`src/hw/rtl/vn_pkg.sv`:
```
// shared constants for the vector normalization pipeline
package vn_pkg;

    localparam int COMP_WIDTH  = 16;
    localparam int FRAC_BITS   = 14;
    localparam int LIMIT_WIDTH = 33;
    localparam int LANES       = 4;

    // flag bundle carried down the pipe: lane signs, short vector, zero length
    localparam int FLAG_W     = LANES + 2;
    localparam int FLAG_SHORT = LANES;
    localparam int FLAG_ZERO  = LANES + 1;

endpackage

```
`src/hw/rtl/vn_front.sv`:
```
// front stages: magnitudes and squares, then squared length and limit compare
module vn_front #(
    parameter int COMP_WIDTH = vn_pkg::COMP_WIDTH,
    parameter int FRAC_BITS  = vn_pkg::FRAC_BITS
) (
    input  logic                                          i_clk,
    input  logic                                          i_en_a,
    input  logic                                          i_en_b,
    input  logic [vn_pkg::LIMIT_WIDTH-1:0]                i_limit,
    input  logic [vn_pkg::LANES-1:0][COMP_WIDTH-1:0]      i_comp,
    output logic [2*COMP_WIDTH:0]                         o_s,
    output logic [vn_pkg::FLAG_W-1:0]                     o_flags,
    output logic [vn_pkg::LANES-1:0][2*COMP_WIDTH+2*FRAC_BITS+2:0] o_rem
);
    localparam int CW   = COMP_WIDTH;
    localparam int SW   = 2 * CW + 1;
    localparam int WW   = 2 * CW + 2 * FRAC_BITS + 3;
    localparam int CMPW = (SW > vn_pkg::LIMIT_WIDTH) ? SW : vn_pkg::LIMIT_WIDTH;
    localparam int NL   = vn_pkg::LANES;

    logic [NL-1:0][2*CW-1:0] r_sq, n_sq;
    logic [NL-1:0]           r_neg;
    logic [SW-1:0]           r_s, n_s;
    logic [vn_pkg::FLAG_W-1:0] r_flags, n_flags;
    logic [NL-1:0][WW-1:0]   r_rem, n_rem;

    // stage a: magnitude of each lane, most negative value maps to 2^(CW-1)
    always_comb begin
        logic [CW-1:0] mag;
        for (int l = 0; l < NL; l++) begin
            mag      = i_comp[l][CW-1] ? (~i_comp[l] + 1'b1) : i_comp[l];
            n_sq[l]  = (2*CW)'(mag) * (2*CW)'(mag);
        end
    end

    always_ff @(posedge i_clk) begin
        if (i_en_a) begin
            r_sq <= n_sq;
            for (int l = 0; l < NL; l++) begin
                r_neg[l] <= i_comp[l][CW-1];
            end
        end
    end

    // stage b: squared length, compare, initial remainders m^2 << 2F
    always_comb begin
        n_s = '0;
        for (int l = 0; l < NL; l++) begin
            n_s      = n_s + SW'(r_sq[l]);
            n_rem[l] = WW'(r_sq[l]) << (2 * FRAC_BITS);
        end
        n_flags                     = '0;
        n_flags[NL-1:0]             = r_neg;
        n_flags[vn_pkg::FLAG_SHORT] = CMPW'(n_s) < CMPW'(i_limit);
        n_flags[vn_pkg::FLAG_ZERO]  = (n_s == '0);
    end

    always_ff @(posedge i_clk) begin
        if (i_en_b) begin
            r_s     <= n_s;
            r_flags <= n_flags;
            r_rem   <= n_rem;
        end
    end

    assign o_s     = r_s;
    assign o_flags = r_flags;
    assign o_rem   = r_rem;

endmodule

```
`config.mk`:
```
export PLATFORM = sky130hd
export DESIGN_NAME = vn_front
export DESIGN_NICKNAME = d
export VERILOG_FILES = /design/src/hw/rtl/vn_pkg.sv /design/src/hw/rtl/vn_front.sv
export SDC_FILE = /design/constraint.sdc
export NUM_CORES = 2
export LEC_CHECK = 0
export BUFFER_PORTS_ARGS = -buffer_cell sky130_fd_sc_hd__clkbuf_2
export CORE_MARGIN = 2
export CORE_UTILIZATION = 55
export CTS_BUF_LIST = sky130_fd_sc_hd__clkbuf_4
export DETAILED_ROUTE_END_ITERATION = 8
export MAX_ROUTING_LAYER = met4
export PLACE_DENSITY_LB_ADDON = 0.08
export SYNTH_ARGS = -nofsm -noshare
export SYNTH_HDL_FRONTEND = slang
export SYNTH_SLANG_ARGS = --single-unit
export TNS_END_PERCENT = 1
```
`constraint.sdc`:
```
create_clock -name i_clk -period 9 [get_ports i_clk]
set_clock_uncertainty 0.1 [all_clocks]
set_input_delay 0 -clock i_clk [delete_from_list [all_inputs] [get_ports i_clk]]
set_output_delay 0 -clock i_clk [all_outputs]
set_load 0.02 [all_outputs]
```
==> reports/qor.yml <==
logic_synthesis:
  synth_top_family_by_area: "adder cells"
  synth-compound-area-share_pct: 7.194
  syn_inst: 4143
  synth_xor_area_share_pct: 4.313
  synthMuxAreaShare_pct: 0.02381
  synth-seq-cells: 291
  ys_dominant_reg_cell: "edfxtp_1"
  yosys.area_share.adder_pct: 47.49
  syn_area_um2: 42040
  yosysWarnings: 0
  async_flop_share_pct: 0
  synth_simple_gate_area_share_pct: 8.513
  ys_seq_area_share_pct: 20.79
  syn_area_per_cell_um2: 10.15
  synth-edff-count: 291
  synth_cell_types: 69
drt:
  via_count: 29821
  top_layer: "met4"
  drtPass1Iterations: 5
  met2_length_mm: 51.99
  drtIter0Drc: 1988
  routedWlPerCell_um: 19.19
  antenna_left: 0
  drc: 0
  drt-met1-wl_mm: 44.49
  totalWireLength_mm: 107.7
  route.met3.wl_mm: 8.237
  viasPerCell: 5.316
global_route:
  antenna_found_initial: 3
  grtUsageTotal_pct: 29.53
  globalRouteOverflowTotal: 0
  grt_pass1_vias: 30869
  grt_first_pass_wirelength_mm: 170.4
  grt_max_degree: 87
run:
  max_cap_violations: 0
floorplan:
  die_area_um2: 78660
  core-area_um2: 75820
  initial_core_util_pct: 55.44
  die_height_um: 280.5
  ios: 391
  rows: 101
  die_x_um: 280.5
clock_tree:
  cts_tree: "yes"
  clkTransAtPathRegs_ns: 0.06
  cts_made_buffers: 81
  clock_latency_ns: 0.84
  cts_resized: 0
  cts_hold_buf: 25
  cts_setup_buffers: 0
  h-tree-depth: 3
  cts_buffer_depth: 3
  root_buffer: "clkbuf_4"
  cts.sinks: 291
worst_setup_path:
  max_stage_delay_ns: 0.55
  critical_path_class: "in2reg"
  arrival_ns: 8.76
  slowest_stage: "fa_1"
  critPathLaunchType: "input port"
  r2r_slack_ns: 1.55
  required_ns: 9.44
  worstSetupEndpointType: "register"
  worstPathMaxFanout: 16
min_path:
  hold_class: "in2reg"
finish:
  syn_to_final_growth_pct: 9.221
  drive_above_1_share_pct: 10.26
  final_net_count: 5835
  regArea_um2: 8738
  multi_input_area_um2: 29040
  final_cell_area_um2: 45910
  fillers: 6669
timing:
  setup_tns_ns: 0
  slew_violations: 0
  setup_viol: 0
  fin_crit_sh_pct: 92.40
  finalCriticalPeriod_ns: 8.316
  rsz0062_at_grt: "no"
  relSlewSlack_pct: 31.29
  hold_viol_final: 0
  worstMarginPinSlew_ns: 1.031
  clock.fmax_mhz: 120.2
  whs_ns: 0.1062
place:
  place_congestion: 0.9249
  post-dp-hpwl_mm: 90.43
  numPortBuffers: 262
  place_area_um2: 44600
run_status:
  status: "finished clean"
[state kept, by name, indices dropped and copies added, names as in the netlist]
signal	cells
o_s	33
r_neg	4
o_rem	124
o_flags	6
n_rem	124
[final timing paths]
check | start | to | cells after the start
worst max-delay path | i_comp[16] | n_rem[121] | 32
worst min-delay path | i_comp[63] | r_neg[3] | 2
worst min register to register | r_neg[3] | o_flags[3] | 0
worst max register to register | n_rem[30] | o_flags[4] | 25
[cell type report]
class	instances	area share (%)
Sequential cell	291	19.03
Multi-Input combinational cell	2847	63.26
Tap cell	978	2.665
Inverter	984	8.045
Antenna cell	2	0.01090
Clock buffer	102	1.668
Clock inverter	43	0.6404
Timing Repair Buffer	363	4.677
[per-stage QoR]
step                setup WS, ns  cells  utilization (%)
floorplan                 0.5443   4316                -
global placement          0.1488   5438            58.82
detailed placement       0.02994   5438            58.82
CTS                       0.8173   5608            60.54
global route              0.1998   5609            60.55
finish                    0.6836   5610            60.55
[critical path, delay by kind of cell]
| kind | cells | cell delay (ns) |
|---|---|---|
| buffers and inverters | 9 | 1.79 |
| xor gates and xnor gates | 2 | 0.30 |
| adders and majority gates | 8 | 3.61 |
| AOI/OAI and AO/OA | 5 | 1.40 |
| and+or+nand+nor | 8 | 1.65 |
[kinds of logic after synthesis]
group                    count (synthesis)
other                                    2
AO/OA/AOI/OAI                          473
flip-flops                             291
buffers and inverters                 1178
multiplexers                             1
adder cells (fa/ha/maj)               1167
XOR/XNOR                               207
AND/OR/NAND/NOR                        824
[synthesized netlist by cell type (28+ instances only)]
cell / instances / area share [%]
xor2_1: 72 / 1.5
fa_1: 714 / 34
nand3_1: 28 / 0.33
nor2_1: 324 / 2.9
xnor2_1: 135 / 2.8
nand2_1: 304 / 2.7
o21a_1: 29 / 0.52
ha_1: 453 / 13
nor3_1: 34 / 0.40
a21o_1: 88 / 1.6
buf_4: 128 / 2.3
inv_1: 957 / 8.5
a21oi_1: 138 / 1.6
clkbuf_1: 65 / 0.58
edfxtp_1: 291 / 21
o21ai_0: 85 / 1.0
[metal layers]
metal  vias to the layer above  GRT usage (%)
li1                      13677              -
met1                     14932          38.77
met2                      1058          48.05
met3                       154          4.671
met4                         0          7.775
met5                         -              -
[layout by cell type (no fill, tap or decap), types with 49 or more instances in the layout]
master and count:
inv_1 957, fa_1 714, ha_1 453, nor2_1 324
nand2_1 304, edfxtp_1 291, clkbuf_2 260, conb_1 175
a21oi_1 138, xnor2_1 135, clkbuf_4 102, a21o_1 88
o21ai_0 85, buf_4 76, xor2_1 72, clkinv_1 49
Power is left out: the tool's default activity adds up to more than one toggle a clock period on the data nets, which glitch-free logic cannot reach.
