**src/hw/rtl/vn_pkg.sv**
```systemverilog
// shared constants for the vector normalization pipeline
package vn_pkg;

    localparam int COMP_WIDTH  = 16;
    localparam int FRAC_BITS   = 14;
    localparam int LIMIT_WIDTH = 33;
    localparam int LANES       = 4;

    // flag bundle carried down the pipe: lane signs, short vector, zero length
    localparam int FLAG_W     = LANES + 2;
    localparam int FLAG_SHORT = LANES;
    localparam int FLAG_ZERO  = LANES + 1;

endpackage

```
**src/hw/rtl/vn_cell.sv**
```systemverilog
// one result bit for all four lanes: trial q|2^b against remainder n - q^2*s
module vn_cell #(
    parameter int COMP_WIDTH = vn_pkg::COMP_WIDTH,
    parameter int FRAC_BITS  = vn_pkg::FRAC_BITS,
    parameter int BIT        = 0
) (
    input  logic                                                    i_clk,
    input  logic                                                    i_en,
    input  logic [2*COMP_WIDTH:0]                                   i_s,
    input  logic [vn_pkg::FLAG_W-1:0]                               i_flags,
    input  logic [vn_pkg::LANES-1:0][2*COMP_WIDTH+2*FRAC_BITS+2:0]  i_rem,
    input  logic [vn_pkg::LANES-1:0][2*COMP_WIDTH+FRAC_BITS+1:0]    i_p,
    input  logic [vn_pkg::LANES-1:0][FRAC_BITS:0]                   i_q,
    output logic [2*COMP_WIDTH:0]                                   o_s,
    output logic [vn_pkg::FLAG_W-1:0]                               o_flags,
    output logic [vn_pkg::LANES-1:0][2*COMP_WIDTH+2*FRAC_BITS+2:0]  o_rem,
    output logic [vn_pkg::LANES-1:0][2*COMP_WIDTH+FRAC_BITS+1:0]    o_p,
    output logic [vn_pkg::LANES-1:0][FRAC_BITS:0]                   o_q
);
    localparam int SW = 2 * COMP_WIDTH + 1;
    localparam int WW = 2 * COMP_WIDTH + 2 * FRAC_BITS + 3;
    localparam int WP = 2 * COMP_WIDTH + FRAC_BITS + 2;
    localparam int QW = FRAC_BITS + 1;
    localparam int NL = vn_pkg::LANES;

    logic [SW-1:0]         r_s;
    logic [vn_pkg::FLAG_W-1:0] r_flags;
    logic [NL-1:0][WW-1:0] r_rem, n_rem;
    logic [NL-1:0][WP-1:0] r_p, n_p;
    logic [NL-1:0][QW-1:0] r_q, n_q;

    // (q + 2^b)^2 s - q^2 s = (q*s) << (b+1) + s << 2b
    always_comb begin
        logic [WW-1:0] trial;
        for (int l = 0; l < NL; l++) begin
            trial = (WW'(i_p[l]) << (BIT + 1)) + (WW'(i_s) << (2 * BIT));
            if (trial <= i_rem[l]) begin
                n_rem[l] = i_rem[l] - trial;
                n_p[l]   = i_p[l] + (WP'(i_s) << BIT);
                n_q[l]   = i_q[l] | (QW'(1) << BIT);
            end else begin
                n_rem[l] = i_rem[l];
                n_p[l]   = i_p[l];
                n_q[l]   = i_q[l];
            end
        end
    end

    always_ff @(posedge i_clk) begin
        if (i_en) begin
            r_s     <= i_s;
            r_flags <= i_flags;
            r_rem   <= n_rem;
            r_p     <= n_p;
            r_q     <= n_q;
        end
    end

    assign o_s     = r_s;
    assign o_flags = r_flags;
    assign o_rem   = r_rem;
    assign o_p     = r_p;
    assign o_q     = r_q;

endmodule

```
**config.mk**
```make
export PLATFORM = sky130hd
export DESIGN_NAME = vn_cell
export DESIGN_NICKNAME = d
export VERILOG_FILES = /design/src/hw/rtl/vn_pkg.sv /design/src/hw/rtl/vn_cell.sv
export SDC_FILE = /design/constraint.sdc
export NUM_CORES = 2
export LEC_CHECK = 0
export BUFFER_PORTS_ARGS = -buffer_cell sky130_fd_sc_hd__buf_2
export CAP_MARGIN = 20
export CELL_PAD_IN_SITES_DETAIL_PLACEMENT = 1
export CELL_PAD_IN_SITES_GLOBAL_PLACEMENT = 2
export CORE_AREA = 2 2 421 423
export CTS_CLUSTER_SIZE = 14
export DETAILED_ROUTE_END_ITERATION = 10
export DIE_AREA = 0 0 423 425
export HOLD_SLACK_MARGIN = 0.1
export PLACE_DENSITY_LB_ADDON = 0.1
export SETUP_SLACK_MARGIN = 0.05
export SYNTH_ARGS = -nofsm -noshare
export SYNTH_HDL_FRONTEND = slang
export SYNTH_SLANG_ARGS = --single-unit
```
**constraint.sdc**
```tcl
create_clock -name i_clk -period 11.4 [get_ports i_clk]
set_input_delay 1.14 -clock i_clk [delete_from_list [all_inputs] [get_ports i_clk]]
set_output_delay 1.14 -clock i_clk [all_outputs]
set_load 0.02 [all_outputs]
```
==> results.py <==
metrics = {
    "outcome": {
        "status": "complete, no violations",
    },
    "global_routing": {
        "grt_first_pass_wirelength_um": 327200,
        "grt_pass1_vias": 46860,
        "grt_overflow_total": 0,
        "grt_max_degree": 169,
        "antenna_found_initial": 58,
        "track_usage": 0.2440,
    },
    "worst_setup_path": {
        "crit_required_ns": 11.86,
        "critPathLaunchType": "input port",
        "critPathArrivalTime_ns": 8.55,
        "path_class": "in2reg",
        "endpoint_kind": "register",
        "worstPathMaxFanout": 75,
    },
    "placement": {
        "dp_hpwl_um": 184200,
        "place_congestion": 0.9044,
        "portBuffers": 1087,
    },
    "final_layout": {
        "most-common-layout-cells": "buf_2 (1086), a21oi_1 (650), edfxtp_1 (543), nand2_1 (479), nor2_1 (461)",
        "area_growth_syn_to_layout_pct": 21.45,
        "final_common_cell": "buf_2",
        "final_layout_size_suffix_gt1_frac": 0.2102,
        "fin_nets": 7375,
    },
    "sta": {
        "clock.fmax_mhz": 123.6,
        "hold_viol": 0,
        "finalSetupTns_ns": 0,
        "rsz0062_at_grt": "false",
        "period_share": 0.7098,
        "fin_crit_ns": 8.091,
        "slew_headroom": 0.3049,
        "setup_viol": 0,
        "tightest_slew_ns": 1.043,
        "maxSlewViolCount": 0,
        "hold_ws_ns": 0.5990,
    },
    "logic_synthesis": {
        "synthMuxAreaShare": 0.01025,
        "synth-seq-area-share": 0.3391,
        "syn_avg_cell_area_um2": 8.942,
        "syn-instance-count": 5378,
        "synthSimpleGateAreaFrac": 0.1629,
        "synthDistinctLibCells": 102,
        "synth-seq-cells": 543,
        "synth_edf_count": 543,
        "ys_warn_count": 0,
        "yosys.area_share.xor_xnor": 0.1062,
        "synthArstFlopShare": 0,
        "synth_top_family_by_area": "compound AO/OA/AOI/OAI gates",
        "synthesis.nets": 6395,
        "synthAdderAreaFrac": 0.1247,
        "yosys_most_used_dff": "edfxtp_1",
        "syn_area_um2": 48090,
        "synth_compound_area_frac": 0.2283,
    },
    "clock_tree": {
        "cts_made_buffers": 76,
        "cts-root-buf": "clkbuf_16",
        "cts.sinks": 543,
        "cts_tree": "yes",
        "clkTransAtPathRegs_ns": 0.06,
        "cts_resized": 0,
        "clockBufferDepth": 3,
        "cts_setup_buffers": 0,
        "cts_hold_repair.buffers": 0,
        "h-tree-depth": 3,
    },
    "die": {
        "fp.dieH_um": 425,
        "rows": 154,
        "initial_core_util": 0.2743,
        "core_area_um2": 175300,
        "ios": 1088,
        "die-area_um2": 179800,
        "fp.dieW_um": 423,
    },
    "drt": {
        "drtPass1Iterations": 5,
        "vias": 45498,
        "avgViaCountPerCell": 5.181,
        "ant_nets": 0,
        "routedWlPerCell_um": 25.87,
        "drt_wl_total_um": 227200,
        "drt_iter0_drc": 2584,
        "drc": 0,
    },
    "power_and_ir_drop": {
        "worst_ir_drop_vdd_mv": 0.1004,
        "leakagePower_nw": 24.43,
        "powerDensity_nw_per_um2": 159.9,
    },
    "worst_hold_path": {
        "hold_class": "in2reg",
        "worstHoldEndpoint": "o_q[52]$_DFFE_PP_",
        "min_from": "i_q[52]",
        "holdPathStages": 1,
    },
    "run": {
        "cap_violations": 0,
    },
}
-- synthesized netlist by cell type (90+ instances only) --
cell type	n	area [um2]
xnor2_1	326	2855
nand2_1	479	1798
inv_1	132	495.5
edfxtp_1	543	16310
nor3_1	90	450.4
ha_1	460	5756
a21oi_1	650	3253
o21ai_0	346	1732
xor2_1	257	2251
a21o_1	247	1854
nand3_1	119	595.6
clkbuf_1	150	563.0
nor2_1	461	1730
nand4_1	123	769.5
-- area by class of cell --
| cell class | count | area, um2 |
|---|---|---|
| fillers | 20654 | 116900 |
| multi-input cells | 4489 | 30440 |
| flip-flops and latches | 543 | 16310 |
| repair buffers | 1116 | 5705 |
| well taps | 2340 | 2928 |
| clock buffers | 85 | 1936 |
| clock inverters | 54 | 535.5 |
| inverters | 132 | 495.5 |
| diodes | 23 | 57.56 |
-- critical path: stages --
cell,delay (ns)
buf_2,0.11
inv_1,0.68
fa_1,0.36
nor2b_1,0.06
o21a_1,0.18
o21ai_1,0.18
nand3b_1,0.13
a221o_1,0.42
o311ai_1,0.60
nand2_1,0.26
a31oi_2,0.53
nor3_1,0.14
xnor2_1,0.16
ha_1,0.42
nand4_1,0.26
nor4_1,0.38
nand3b_1,0.16
nor4_1,0.39
a311oi_2,0.10
o41ai_4,0.10
buf_4,0.74
buf_4,0.63
mux2_2,0.40
-- stage by stage --
step	cells	setup WS, ns	util	power, W	cell area, um2
CTS	8759	3.323	0.3328	0.009481	58350
detailed placement	8620	2.576	0.3187	0.006926	55880
finish	8782	3.309	0.3331	0.009337	58410
global placement	8620	2.775	0.3187	0.006926	55880
floorplan	5378	5.023	-	0.005395	48090
global route	8777	2.737	0.3330	0.009897	58390
-- per-layer routing --
layer	global-route usage	wire length [um]
met3	0.03398	8894
met2	0.4203	111100
met5	0	50
met4	0.1044	9501
met1	0.3038	97690
-- kinds of logic after synthesis --
family / Yosys count
simple gates: 1642
compound gates: 1748
flops: 543
xor+xnor: 583
fa+ha+maj: 472
mux: 44
buf+inv: 346
-- state kept, by name (all words and copies together), names as in the netlist --
register,cells
o_q,60
o_rem,252
o_s,33
o_p,192
o_flags,6
-- how the worst max path moves through the flow --
stage           start                  to  slack (ns)
2_1_floorplan  i_s[5]  o_p[190]$_DFFE_PP_        5.02
3_3_place_gp   i_s[2]   o_p[65]$_DFFE_PP_        2.78
3_5_place_dp   i_s[2]   o_p[68]$_DFFE_PP_        2.58
4_1_cts        i_s[2]   o_p[64]$_DFFE_PP_        3.32
5_1_grt        i_s[2]   o_p[58]$_DFFE_PP_        2.74
6_report       i_s[2]   o_p[64]$_DFFE_PP_        3.31
-- power by group --
part	switching (W)	internal, W	leakage [nW]	total, W
sequential	0.000153	0.00270	5.32	0.00285
combinational	0.00260	0.00142	17.9	0.00402
clock	0.00107	0.00139	1.19	0.00247
total	0.00382	0.00551	24.4	0.00934
Note: power is estimated with default switching activity, not from simulation.
